`src/sv/lphm_pkg.sv`:
```
// Package for the linear probing hash map: codes, state types, table entry.
// No dependencies; used by lphm_channels, lphm_hash and the top level.
`default_nettype none

package lphm_pkg;

   localparam int DEPTH_DEFAULT = 1024;
   localparam int KEY_W         = 64;
   localparam int VALUE_W       = 32;
   localparam int COUNT_W       = 11;
   localparam logic [31:0] KNUTH_MUL = 32'd2654435761;

   localparam logic [1:0] ACT_INSERT = 2'd0;
   localparam logic [1:0] ACT_DELETE = 2'd1;
   localparam logic [1:0] ACT_SEARCH = 2'd2;
   localparam logic [1:0] ACT_CLEAR  = 2'd3;

   localparam logic [1:0] STAT_OK      = 2'd0;
   localparam logic [1:0] STAT_EXISTS  = 2'd1;
   localparam logic [1:0] STAT_FULL    = 2'd2;
   localparam logic [1:0] STAT_MISSING = 2'd3;

   typedef struct packed {
      logic               used;
      logic [KEY_W-1:0]   key;
      logic [VALUE_W-1:0] value;
   } entry_type;

   typedef enum logic [2:0] {
      ST_SWEEP, ST_IDLE, ST_HASH, ST_READ, ST_CHECK, ST_DONE
   } ctrl_state_type;

   typedef enum logic [1:0] {
      PH_LOOKUP, PH_SHIFT, PH_REINS
   } phase_type;

   typedef enum logic [1:0] {
      H_IDLE, H_ADD, H_MOD, H_DONE
   } hash_state_type;

   // integer mode compares the low 32 bits only
   function automatic logic keys_match(input logic kind, input logic [KEY_W-1:0] a,
                                       input logic [KEY_W-1:0] b);
      keys_match = kind ? (a == b) : (a[31:0] == b[31:0]);
   endfunction

endpackage

`default_nettype wire

```
`src/sv/lphm_hash.sv`:
```
// Home slot unit: multiplicative hash, then reduction modulo the table depth.
// Depends on lphm_pkg. Power-of-two depths skip the 4-bit-per-cycle remainder loop.
`default_nettype none

module lphm_hash #(
   parameter int TABLE_DEPTH = lphm_pkg::DEPTH_DEFAULT
) (
   input  wire logic                              clock,
   input  wire logic                              reset,
   input  wire logic                              start,
   input  wire logic [lphm_pkg::KEY_W-1:0]        key,
   input  wire logic                              key_kind,
   output      logic                              done,
   output      logic [lphm_pkg::KEY_W-1:0]        home,
   output      logic [$clog2(TABLE_DEPTH)-1:0]    slot
);

   localparam int  SW   = $clog2(TABLE_DEPTH);
   localparam int  RW   = SW + 1;
   localparam bit  POW2 = (TABLE_DEPTH & (TABLE_DEPTH - 1)) == 0;
   localparam logic [RW:0] DIVISOR = (RW + 1)'(TABLE_DEPTH);

   lphm_pkg::hash_state_type state_ff, state_in;
   logic        kind_ff, kind_in;
   logic [63:0] plo_ff, plo_in;
   logic [31:0] phi_ff, phi_in;
   logic [63:0] home_ff, home_in;
   logic [63:0] sh_ff, sh_in;
   logic [RW-1:0] rem_ff, rem_in;
   logic [3:0]  cnt_ff, cnt_in;
   logic [63:0] plo_c;
   logic [31:0] phi_c;
   logic [63:0] sum_c;
   logic [RW-1:0] rem_step;
   logic [RW:0] t;

   assign plo_c = 64'(key[31:0]) * 64'(lphm_pkg::KNUTH_MUL);
   assign phi_c = key[63:32] * lphm_pkg::KNUTH_MUL;
   assign sum_c = kind_ff ? (plo_ff + {phi_ff, 32'd0}) : {32'd0, plo_ff[31:0]};

   // four restoring remainder steps, one input bit each
   always_comb begin
      rem_step = rem_ff;
      t        = '0;
      for (int b = 0; b < 4; b++) begin
         t = {rem_step, sh_ff[63 - b]};
         if (t >= DIVISOR) begin
            t = t - DIVISOR;
         end
         rem_step = t[RW-1:0];
      end
   end

   always_comb begin
      state_in = state_ff;
      kind_in  = kind_ff;
      plo_in   = plo_ff;
      phi_in   = phi_ff;
      home_in  = home_ff;
      sh_in    = sh_ff;
      rem_in   = rem_ff;
      cnt_in   = cnt_ff;
      case (state_ff)
         lphm_pkg::H_IDLE: begin
            if (start) begin
               plo_in   = plo_c;
               phi_in   = phi_c;
               kind_in  = key_kind;
               state_in = lphm_pkg::H_ADD;
            end
         end
         lphm_pkg::H_ADD: begin
            home_in  = sum_c;
            sh_in    = sum_c;
            rem_in   = '0;
            cnt_in   = '0;
            state_in = POW2 ? lphm_pkg::H_DONE : lphm_pkg::H_MOD;
         end
         lphm_pkg::H_MOD: begin
            rem_in = rem_step;
            sh_in  = {sh_ff[59:0], 4'd0};
            cnt_in = cnt_ff + 4'd1;
            if (cnt_ff == 4'd15) begin
               state_in = lphm_pkg::H_DONE;
            end
         end
         lphm_pkg::H_DONE: begin
            state_in = lphm_pkg::H_IDLE;
         end
         default: begin
            state_in = lphm_pkg::H_IDLE;
         end
      endcase
   end

   always_ff @(posedge clock) begin
      if (reset) begin
         state_ff <= lphm_pkg::H_IDLE;
      end else begin
         state_ff <= state_in;
      end
      kind_ff <= kind_in;
      plo_ff  <= plo_in;
      phi_ff  <= phi_in;
      home_ff <= home_in;
      sh_ff   <= sh_in;
      rem_ff  <= rem_in;
      cnt_ff  <= cnt_in;
   end

   assign done = (state_ff == lphm_pkg::H_DONE);
   assign home = home_ff;
   assign slot = POW2 ? home_ff[SW-1:0] : rem_ff[SW-1:0];

endmodule

`default_nettype wire

```
`config.mk`:
```
export PLATFORM = sky130hd
export DESIGN_NAME = lphm_hash
export DESIGN_NICKNAME = d
export VERILOG_FILES = /design/src/sv/lphm_pkg.sv /design/src/sv/lphm_hash.sv
export SDC_FILE = /design/constraint.sdc
export NUM_CORES = 2
export LEC_CHECK = 0
export BUFFER_PORTS_ARGS = -buffer_cell sky130_fd_sc_hd__buf_2
export CORE_MARGIN = 2
export CORE_UTILIZATION = 43
export CTS_BUF_LIST = sky130_fd_sc_hd__clkbuf_2 sky130_fd_sc_hd__clkbuf_4 sky130_fd_sc_hd__clkbuf_8
export DETAILED_ROUTE_END_ITERATION = 8
export HOLD_SLACK_MARGIN = 0.15
export PLACE_DENSITY = 0.56
export SLEW_MARGIN = 5
export SYNTH_ARGS = -nofsm -noshare
export SYNTH_HDL_FRONTEND = slang
export SYNTH_SLANG_ARGS = --single-unit
```
`constraint.sdc`:
```
create_clock -name clock -period 8.4 [get_ports clock]
set_input_delay 0.84 -clock clock [delete_from_list [all_inputs] [get_ports clock]]
set_output_delay 0.84 -clock clock [all_outputs]
set_load 0.02 [all_outputs]
```
==> results.yml <==
synthesis:
  synth_flop_cell: "edfxtp_1"
  syn_area_um2: 34900
  synthesis.nets: 4629
  ys_types: 78
  seq_area_frac_synth_pct: 14.31
  synth_edf_count: 165
  async_flop_share_pct: 0
  yosysTopAreaCell: "fa_1"
  syn_area_per_cell_um2: 10.65
  syn_inst: 3278
  synth_area_leaders: "fa_1 38%, ha_1 22%, edfxtp_1 14%"
  synth_top_area_share_pct: 37.97
  synth_warnings: 0
  ys_ff_latch: 167
timing:
  holdWs_ps: 423.5
  worst_slew_pin_slew_ps: 1181
  finClkSkew_ps: 21.36
  setup-tns-final_ps: 0
  max_freq_ghz: 0.1283
  relSlewSlack_pct: 19.22
  period_needed_ps: 7791
  hold_violations: 0
  rsz0062_at_grt: "false"
  slew_viol_final: 0
  fin_crit_sh_pct: 92.75
  finalSetupViolations: 0
detailed_routing:
  drc: 1
  ant_nets: 0
  drtIter0Drc: 1254
  drt-pass1-iter-count: 5
  num_vias: 22230
  wl_um: 89420
  route.detailed.vias_per_inst: 4.941
  routedWlPerCell_um: 19.88
run_status:
  outcome: "finished, violations left"
  violations: "DRC"
floorplanning:
  die-area_um2: 83460
  rows: 104
  initial_core_util_pct: 43.40
  core_um2: 80420
  io_pins: 143
  die_y_um: 288.9
  die_w_um: 288.9
cells_and_area:
  mostFrequentLayoutCells: "1043 x inv_1, 662 x fa_1, 620 x ha_1"
  final_common_cell: "inv_1"
  nNetsFinal: 4774
  final_cells: 4498
  syn2layout_area_growth_pct: 7.123
  final_cell_area_um2: 37390
  nFillCells: 7628
  drive_above_1_share_pct: 6.519
grt:
  grt_pass1_wl_um: 140800
  grt_pass1_vias: 24420
  antenna_found_initial: 0
  grt_remaining_overflow: 0
  grt_max_degree: 65
  grt_use_total_pct: 22.70
clock_tree:
  cts_tree: "yes"
  insertion_delay_ps: 500
  cts_resized: 0
  cts-hold-fix-buffers: 0
  cts-root-buf: "clkbuf_8"
  path_clk_slew_ps: 120
  cts_sinks: 167
  numCtsBuffers: 17
  post_cts_buffers: 0
  ctsHtreeMaxLevel: 4
  ctsLongestPathBuffers: 2
worst_setup_path:
  cp_max_fo: 10
  cp.required_ps: 8630
  cp_data_arrival_time_ps: 8030
  cp_top_family: "adder cells"
  cp_slowest_stage_delay_ps: 560
  end_kind: "flop"
  ff2ff_setup_slack_ps: 4960
  cpMaxStageDelayCell: "fa_1"
  start_kind: "input pin"
  path_class: "in2reg"
  path_buf_inv: 7
  cpMostUsedCell: "fa_1"
min_path:
  hp-class: "reg2reg"
place:
  hpwlAfterDp_um: 78910
  routabilityCongestion: 0.9485
  portBuffers: 142
  placed_cells: 4464
  placed_area_um2: 36940
job:
  maxCapViolations: 0
-- synth_stat cells, types with 26 or more instances --
master and instances:
inv_1 1043, fa_1 662, ha_1 621, edfxtp_1 165, a21oi_1 97, xnor2_1 85
nor2_1 83, nand2_1 65, o21ai_0 49, a21o_1 47, xor2_1 45, clkbuf_1 26
-- stage by stage --
| step | setup WS [ps] | util [%] |
|---|---|---|
| global route | 253.5 | 46.49 |
| floorplan | 904.5 | - |
| finish | 608.6 | 46.49 |
| detailed placement | 162.3 | 45.93 |
| CTS | 704.1 | 46.49 |
| global placement | 204.3 | 45.93 |
-- registers in the layout, summed over array words and instances, names as in the netlist --
register and count:
kind_ff 1, phi_ff 32, state_ff 2, home 64, cnt_ff 4, plo_ff 64
-- layer usage --
layer	share of wire, %	track usage (%)	vias to the layer above
met2	48	37.83	478
met5	0	0	-
met1	45	31.17	11210
met4	2.3	5.206	0
met3	5.1	3.654	74
li1	-	-	10470
-- final cells by class --
type | instances | area, µm² | share of cell area [%]
diodes | 2 | 5.005 | 0.01339
clock buffers | 17 | 234.0 | 0.6258
clock inverters | 15 | 210.2 | 0.5622
inverters | 1044 | 3919 | 10.48
multi-input cells | 2028 | 25810 | 69.05
flip-flops and latches | 167 | 4995 | 13.36
well taps | 1060 | 1326 | 3.547
repair buffers | 165 | 883.3 | 2.363
-- worst paths after layout --
path / from / end / cells after the start
min reg2reg: plo_ff[19] / home[19] / 0
max: key[17] / plo_ff[56] / 25
min: plo_ff[19] / home[19] / 0
max reg2reg: plo_ff[32] / home[62] / 12
-- logic make-up after synthesis --
| family | synth area share, % |
|---|---|
| adders and majority gates | 60.24 |
| buffers and inverters | 11.77 |
| AOI/OAI and AO/OA | 6.460 |
| and+or+nand+nor | 3.822 |
| DFF | 14.31 |
| xor gates and xnor gates | 3.262 |
| muxes | 0.1434 |
Power is left out: the tool's default activity adds up to more than one toggle a clock period on the data nets, which glitch-free logic cannot reach.
