[src/sv/lphm_ram.sv]
// Generic single-port-write, single-port-read RAM with registered read data.
// No dependencies.
`default_nettype none

module lphm_ram #(
   parameter int WIDTH = 8,
   parameter int DEPTH = 16
) (
   input  wire logic                     clock,
   input  wire logic                     wr_en,
   input  wire logic [$clog2(DEPTH)-1:0] wr_addr,
   input  wire logic [WIDTH-1:0]         wr_data,
   input  wire logic                     rd_en,
   input  wire logic [$clog2(DEPTH)-1:0] rd_addr,
   output      logic [WIDTH-1:0]         rd_data
);

   logic [WIDTH-1:0] mem [DEPTH];

   always_ff @(posedge clock) begin
      if (wr_en) begin
         mem[wr_addr] <= wr_data;
      end
      if (rd_en) begin
         rd_data <= mem[rd_addr];
      end
   end

endmodule

`default_nettype wire

[config.mk]
export PLATFORM = sky130hd
export DESIGN_NAME = lphm_ram
export DESIGN_NICKNAME = d
export VERILOG_FILES = /design/src/sv/lphm_ram.sv
export SDC_FILE = /design/constraint.sdc
export NUM_CORES = 1
export LEC_CHECK = 0
export ABC_AREA = 1
export ABC_CLOCK_PERIOD_IN_PS = 1800
export BUFFER_PORTS_ARGS = -buffer_cell sky130_fd_sc_hd__buf_2
export CAP_MARGIN = 20
export CORE_MARGIN = 5
export CORE_UTILIZATION = 50
export CTS_BUF_LIST = sky130_fd_sc_hd__clkbuf_2 sky130_fd_sc_hd__clkbuf_4 sky130_fd_sc_hd__clkbuf_8
export CTS_CLUSTER_SIZE = 20
export DETAILED_ROUTE_END_ITERATION = 7
export HOLD_SLACK_MARGIN = 0.08
export PLACE_DENSITY = 0.67
export SYNTH_ARGS = -nofsm -noshare
export SYNTH_HDL_FRONTEND = slang
export SYNTH_SLANG_ARGS = --single-unit
[constraint.sdc]
create_clock -name clock -period 1.8 [get_ports clock]
set_input_delay 0.36 -clock clock [delete_from_list [all_inputs] [get_ports clock]]
set_output_delay 0.36 -clock clock [all_outputs]
set_load 0.005 [all_outputs]
==> run metrics, run 1 <==
Max stage delay on crit path=0.43 ns; syn_area_per_cell=10.6 um^2; max-slew violation count=0; PortBufs=26; hold buffers post-CTS=0; Clock transition at path regs=0.08 ns; Residual DRC=0; antenna viol nets, final=0; share of layout cells above drive strength 1=0.135; total CTS buffers=17; worst-margin pin slew=0.658 ns; initial antenna violation count=0; Hold Fails Final Rpt=0; Core Region=0.0114 mm^2; Crit-path slowest cell=edfxtp_1; final period utilization=0.764; Critical Path, Cell by Cell=buf_2; chip width=118 um; max_slew headroom=0.561; max cap viols=0; ranking of synthesized cells by area=edfxtp_1 (70%), nand2_1 (11%), nand3_1 (8.3%); fillcell total=977; Worst Hold Class=input port to flop; setup TNS=0 ns; Root Driver=clkbuf_8; Initial Util=0.512; Multi-input gate area=0.00121 mm^2; first-pass GRT wire length=20300 um; power density cells=1010 mW/mm^2; CP Buf/Inv Count=1; Worst Setup Start Kind=flop; crit path kind=flop to primary output; GP Congestion=0.784; total congestion overflow=0; Layout area overhead=13.3%; Synth Instances=551; Skew-Pair Late Insertion Delay=0.44 ns; Top Ports=27; vias in the first global route=3799; Pleak=0.00288 uW; syn_nets=570; half-perimeter wire length after placement=8020 um; largest net degree at the start of global routing=33; DRT iter0 DRCs=402; CTS Buffer Depth=2; setup bufs post-CTS=0; CTS sink count=136; CP endpoint kind=primary output; status=finished, final reports clean; cell family with most CP delay=flip-flops; post-CTS sizing=0; Max VDD drop=507 uV; diodes inserted=0; first drt pass iteration count=5; post-synth top area share=0.698; FP Rows=39; Seq. cell area=0.00408 mm^2; detail-routed net length per standard cell=17.3 um; GRT Total Usage=0.194; Crit Path Max Fanout=1; drt total wl=13000 um; RSZ-0062 raised after global routing=false; H-tree lvl count=4; Total Power=6670 uW; Ys Warns=0; nets=614; post-synthesis cell type count=11; vias per cell=5.21; via count=3911; Die Ht=118 um; Synth Cell Area=0.00585 mm^2; flop2flop setup slack=0.64 ns; CP arrival=1.01 ns; area leader, netlist=edfxtp_1; minimum clock period=1.37 ns; critical path required time=1.44 ns; Setup-failing EPs final=0; Total Die Area=0.0140 mm^2; CTS tree=built; number of synthesized register bits=136; register area share after synthesis=0.698; skew final=0.0117 ns; Fmax=728 MHz
==> state kept, by name (all words and copies together) (netlist names) <==
| signal | cells |
|---|---|
| mem | 128 |
| rd_data | 8 |
==> metal layers <==
layer  share of wire  GRT usage
met2            0.48      0.303
met1            0.40      0.252
met5               0          0
met3           0.089     0.0568
met4           0.028     0.0846
==> report_power, final <==
part | internal (uW) | total (uW) | switching, uW | leakage (uW)
clock | 1510 | 2660 | 1150 | 0.000213
sequential | 3560 | 3580 | 19.3 | 0.00124
combinational | 131 | 434 | 302 | 0.00143
total | 5200 | 6670 | 1470 | 0.00288
==> cells in the mapped netlist <==
cell / instances
nand2_1: 173
edfxtp_1: 136
inv_1: 100
nand3_1: 97
nor2_1: 17
buf_2: 13
buf_6: 6
buf_4: 4
inv_2: 2
nand3b_1: 2
buf_1: 1
==> metrics by stage <==
stage	cell area [um^2]	std cells	worst slack, ns	hold slack (ns)	util
after global placement	6200	719	0.154	0.713	0.543
after floorplan	5850	551	0.489	0.459	-
final	6620	751	0.426	0.288	0.580
after global routing	6620	751	0.370	0.259	0.580
after CTS	6620	751	0.411	0.267	0.580
after detailed placement	6200	719	0.112	0.732	0.543
==> logic make-up after synthesis <==
logic type             after synthesis  share of synthesized area
buffers and inverters              126                     0.0939
DFF                                136                      0.698
and+or+nand+nor                    289                      0.208
==> cell usage in the layout (no fill, tap or decap), types with 3 or more instances in the layout <==
| cell | synthesis | routed |
|---|---|---|
| buf_12 | 0 | 3 |
| bufinv_16 | 0 | 4 |
| nand3_1 | 97 | 97 |
| buf_2 | 13 | 26 |
| buf_4 | 4 | 20 |
| inv_1 | 100 | 100 |
| nor2_1 | 17 | 17 |
| edfxtp_1 | 136 | 136 |
| clkinv_2 | 0 | 5 |
| clkbuf_8 | 0 | 17 |
| nand2_1 | 173 | 173 |
==> path summary, 6_finish.rpt <==
path	from	end	depth (start not counted)
worst max-delay path	rd_data[5]$_DFFE_PP_	rd_data[5]	1
worst max register to register	mem[8][1]$_DFFE_PP_	rd_data[1]$_DFFE_PP_	6
worst min-delay path	rd_en	rd_data[6]$_DFFE_PP_	1
worst min register to register	mem[13][2]$_DFFE_PP_	rd_data[2]$_DFFE_PP_	6
==> cell type report <==
class                      instances  area share
sequential                       136       0.617
inverter                         102      0.0578
tap                              143      0.0270
multi-input combinational        289       0.183
clock inverter                    14      0.0274
timing repair buffer              49      0.0514
clock buffer                      18      0.0365
Power figures use the tool's default switching activity.
==> inputs of run 2 (changes only) <==
ABC_AREA = 0   (was 1)
ABC_CLOCK_PERIOD_IN_PS = 1300   (was 1800)
clock period = 1.3 ns   (was 1.8 ns; I/O delays follow)
==> run 2 against run 1 <==
Via count decreased by 37%. Setup slack worse by 0.57 ns. Largest power group unchanged. Design area decreased by 5.5%. Synthesized cell count shrank 58%. The flow now finishes with violations (negative setup slack).
==> run metrics, run 2 <==
status=complete, but fails checks (was finished, final reports clean); failing checks=negative setup slack; Synth Flop Type=edfxtp_1 (unchanged); antenna viol nets, final=0 (unchanged); Hold Fails Final Rpt=0 (unchanged); minimum clock period=1.45 ns; syn_nets=248 (was 570); Layout area overhead=19.8% (was 13.3%); largest net degree at the start of global routing=18 (was 33); cell family with most CP delay=multiplexers (was flip-flops); Residual DRC=0 (unchanged); Top Ports=27 (unchanged); Worst Hold Class=input port to flop (unchanged); worst-margin pin slew=0.789 ns (was 0.658 ns); CP arrival=1.62 ns (was 1.01 ns); Critical R2R Launch=mem[0][4]$_DFFE_PP_ (was mem[8][1]$_DFFE_PP_); Clock transition at path regs=0.07 ns (was 0.08 ns); total congestion overflow=0 (unchanged); post-synth top area share=0.781 (was 0.698); syn_area_per_cell=22.8 um^2 (was 10.6 um^2); post-synthesis cell type count=18 (was 11); Ys Warns=0 (unchanged); FF-to-FF path depth=3 (was 6); Root Driver=clkbuf_8 (unchanged); vias per cell=5.50 (was 5.21); area leader, netlist=edfxtp_1 (unchanged); CTS tree=built (unchanged); reg2reg end=rd_data[4]$_DFFE_PP_ (was rd_data[1]$_DFFE_PP_); Total Die Area=0.0126 mm^2 (was 0.0140 mm^2); Worst Setup Start Kind=flop (unchanged); Crit Path Max Fanout=1 (unchanged); skew final=0.00927 ns (was 0.0117 ns); critical path required time=1.47 ns (was 1.44 ns); ranking of synthesized cells by area=edfxtp_1 (78%), mux4_2 (7.8%), mux4_1 (7.0%) (was edfxtp_1 (70%), nand2_1 (11%), nand3_1 (8.3%)); CTS sink count=136 (unchanged); most frequent cells after synthesis=edfxtp_1 (136), mux4_2 (18), a22oi_1 (16), mux4_1 (14), nor2_1 (13) (was nand2_1 (173), edfxtp_1 (136), inv_1 (100), nand3_1 (97), nor2_1 (17)); DRT iter0 DRCs=198 (was 402); Hold Path Sink=rd_data[7]$_DFFE_PP_ (was rd_data[6]$_DFFE_PP_); commonest non-fill, non-tap cells in the layout=edfxtp_1 (136), mux4_2 (32), buf_4 (28) (was nand2_1 (173), edfxtp_1 (136), inv_1 (100)); Initial Util=0.509 (was 0.512); register area share after synthesis=0.781 (was 0.698); Top Registers=mem (128), rd_data (8) (unchanged); diodes inserted=0 (unchanged); Core Region=0.0103 mm^2 (was 0.0114 mm^2); first-pass GRT wire length=15800 um (was 20300 um); RSZ-0062 raised after global routing=true (was false); detail-routed net length per standard cell=21.9 um (was 17.3 um); Synth Cell Area=0.00523 mm^2 (was 0.00585 mm^2); flop2flop setup slack=-0.15 ns (was 0.64 ns); Fmax=692 MHz; initial antenna violation count=0 (unchanged); via count=2460 (was 3911); final core occ=0.609 (was 0.580); CP Buf/Inv Count=0 (was 1); Pleak=0.00210 uW (was 0.00288 uW); commonest non-fill, non-tap cell in the layout=edfxtp_1 (was nand2_1); max reg flops=128 (unchanged); PortBufs=26 (unchanged); Crit-path slowest cell=mux4_2 (was edfxtp_1); max_slew headroom=0.472 (was 0.561); max cap viols=0 (unchanged); total CTS buffers=17 (unchanged); chip width=112 um (was 118 um); Synth async-reset ratio=0 (unchanged); Post-synth EDFFs=136 (unchanged); share of layout cells above drive strength 1=0.453 (was 0.135); Max VDD drop=554 uV (was 507 uV); vias in the first global route=2684 (was 3799); Setup-failing EPs final=8 (was 0); Hold Path Origin=rd_en (unchanged); most instantiated library cell after synthesis=edfxtp_1 (was nand2_1); Total Power=9200 uW (was 6670 uW); Reg with most FFs=mem (unchanged); drt total wl=9810 um (was 13000 um); final period utilization=1.11; Die Ht=112 um (was 118 um); H-tree lvl count=4 (unchanged); half-perimeter wire length after placement=6530 um (was 8020 um); first drt pass iteration count=4 (was 5); crit path kind=flop to flop (was flop to primary output); nets=319 (was 614); worst setup margin=-0.146 ns (was 0.426 ns); CTS Buffer Depth=2 (unchanged); power density cells=1470 mW/mm^2 (was 1010 mW/mm^2); Max stage delay on crit path=0.49 ns (was 0.43 ns); number of synthesized register bits=136 (unchanged); GP Congestion=0.741 (was 0.784); GRT Total Usage=0.174 (was 0.194); FP Rows=37 (was 39); CP endpoint kind=flop (was primary output); max-slew violation count=0 (unchanged); WHS Path Cells=1 (unchanged); Critical Path, Cell by Cell=mux4_2 -> a22oi_2 -> nand2_1 (was buf_2); Synth Instances=229 (was 551); setup bufs post-CTS=0 (unchanged); Skew-Pair Late Insertion Delay=0.42 ns (was 0.44 ns)
[run 2: cell type report]
class	count	area (um^2)
fillers	744	4020
clock buffers	19	249
well taps	136	170
flip-flops and latches	136	4080
multi-input cells	83	1090
repair buffers	62	492
clock inverters	11	180
[run 2: worst register-to-register path, delay by kind of cell (launching register included)]
kind	cells	cell delay, ns
compound gates	1	0.25
flops	1	0.39
mux	1	0.49
simple gates	1	0.08
[run 2: kinds of logic after synthesis]
group | Yosys count | share of synthesized area
buffers and inverters | 10 | 0.0165
flip-flops | 136 | 0.781
AND/OR/NAND/NOR | 35 | 0.0314
AO/OA/AOI/OAI | 16 | 0.0230
multiplexers | 32 | 0.148
[run 2: how the worst max path moves through the flow]
stage                                   start                    to  slack, ns  cells after the start
final                     mem[0][4]$_DFFE_PP_  rd_data[4]$_DFFE_PP_      -0.15                      3
after global routing      mem[0][4]$_DFFE_PP_  rd_data[4]$_DFFE_PP_      -0.15                      3
after CTS                 mem[0][4]$_DFFE_PP_  rd_data[4]$_DFFE_PP_      -0.14                      3
after detailed placement           rd_addr[0]  rd_data[3]$_DFFE_PP_      -0.62                      6
after global placement             rd_addr[0]  rd_data[3]$_DFFE_PP_      -0.62                      6
after floorplan                    rd_addr[0]  rd_data[1]$_DFFE_PP_      -0.16                      5
[run 2: stage by stage]
step           instances  setup TNS, ns  setup WS, ns  cell area [um^2]  hold WS (ns)
2_1_floorplan        229          -1.78        -0.160              5250         0.359
3_3_place_gp         417         -12.14        -0.621              5790         0.648
3_5_place_dp         417         -13.55        -0.619              5790         0.653
4_1_cts              447         -0.711        -0.145              6250         0.184
5_1_grt              447          -1.05        -0.149              6260         0.182
6_report             447         -0.548        -0.146              6260         0.218
[run 2: layer usage]
| layer | GRT usage | part of all wire | wire (um) |
|---|---|---|---|
| met5 | 0 | 0 | 0 |
| met4 | 0.0505 | 0.0087 | 85 |
| met3 | 0.0528 | 0.061 | 599 |
| met2 | 0.289 | 0.53 | 5150 |
| met1 | 0.225 | 0.40 | 3970 |
[run 2: repair_timing]
action,in CTS,in global routing
hold buffers,0,0
cloned,0,0
pin swaps,2,1
endpoints found under the setup margin,9,11
gates resized for setup,8,3
[run 2: report_power, final]
part           internal, uW  total [uW]  switching, uW
clock network          2280        3700           1420
registers              4940        4970           27.5
logic                   251         529            278
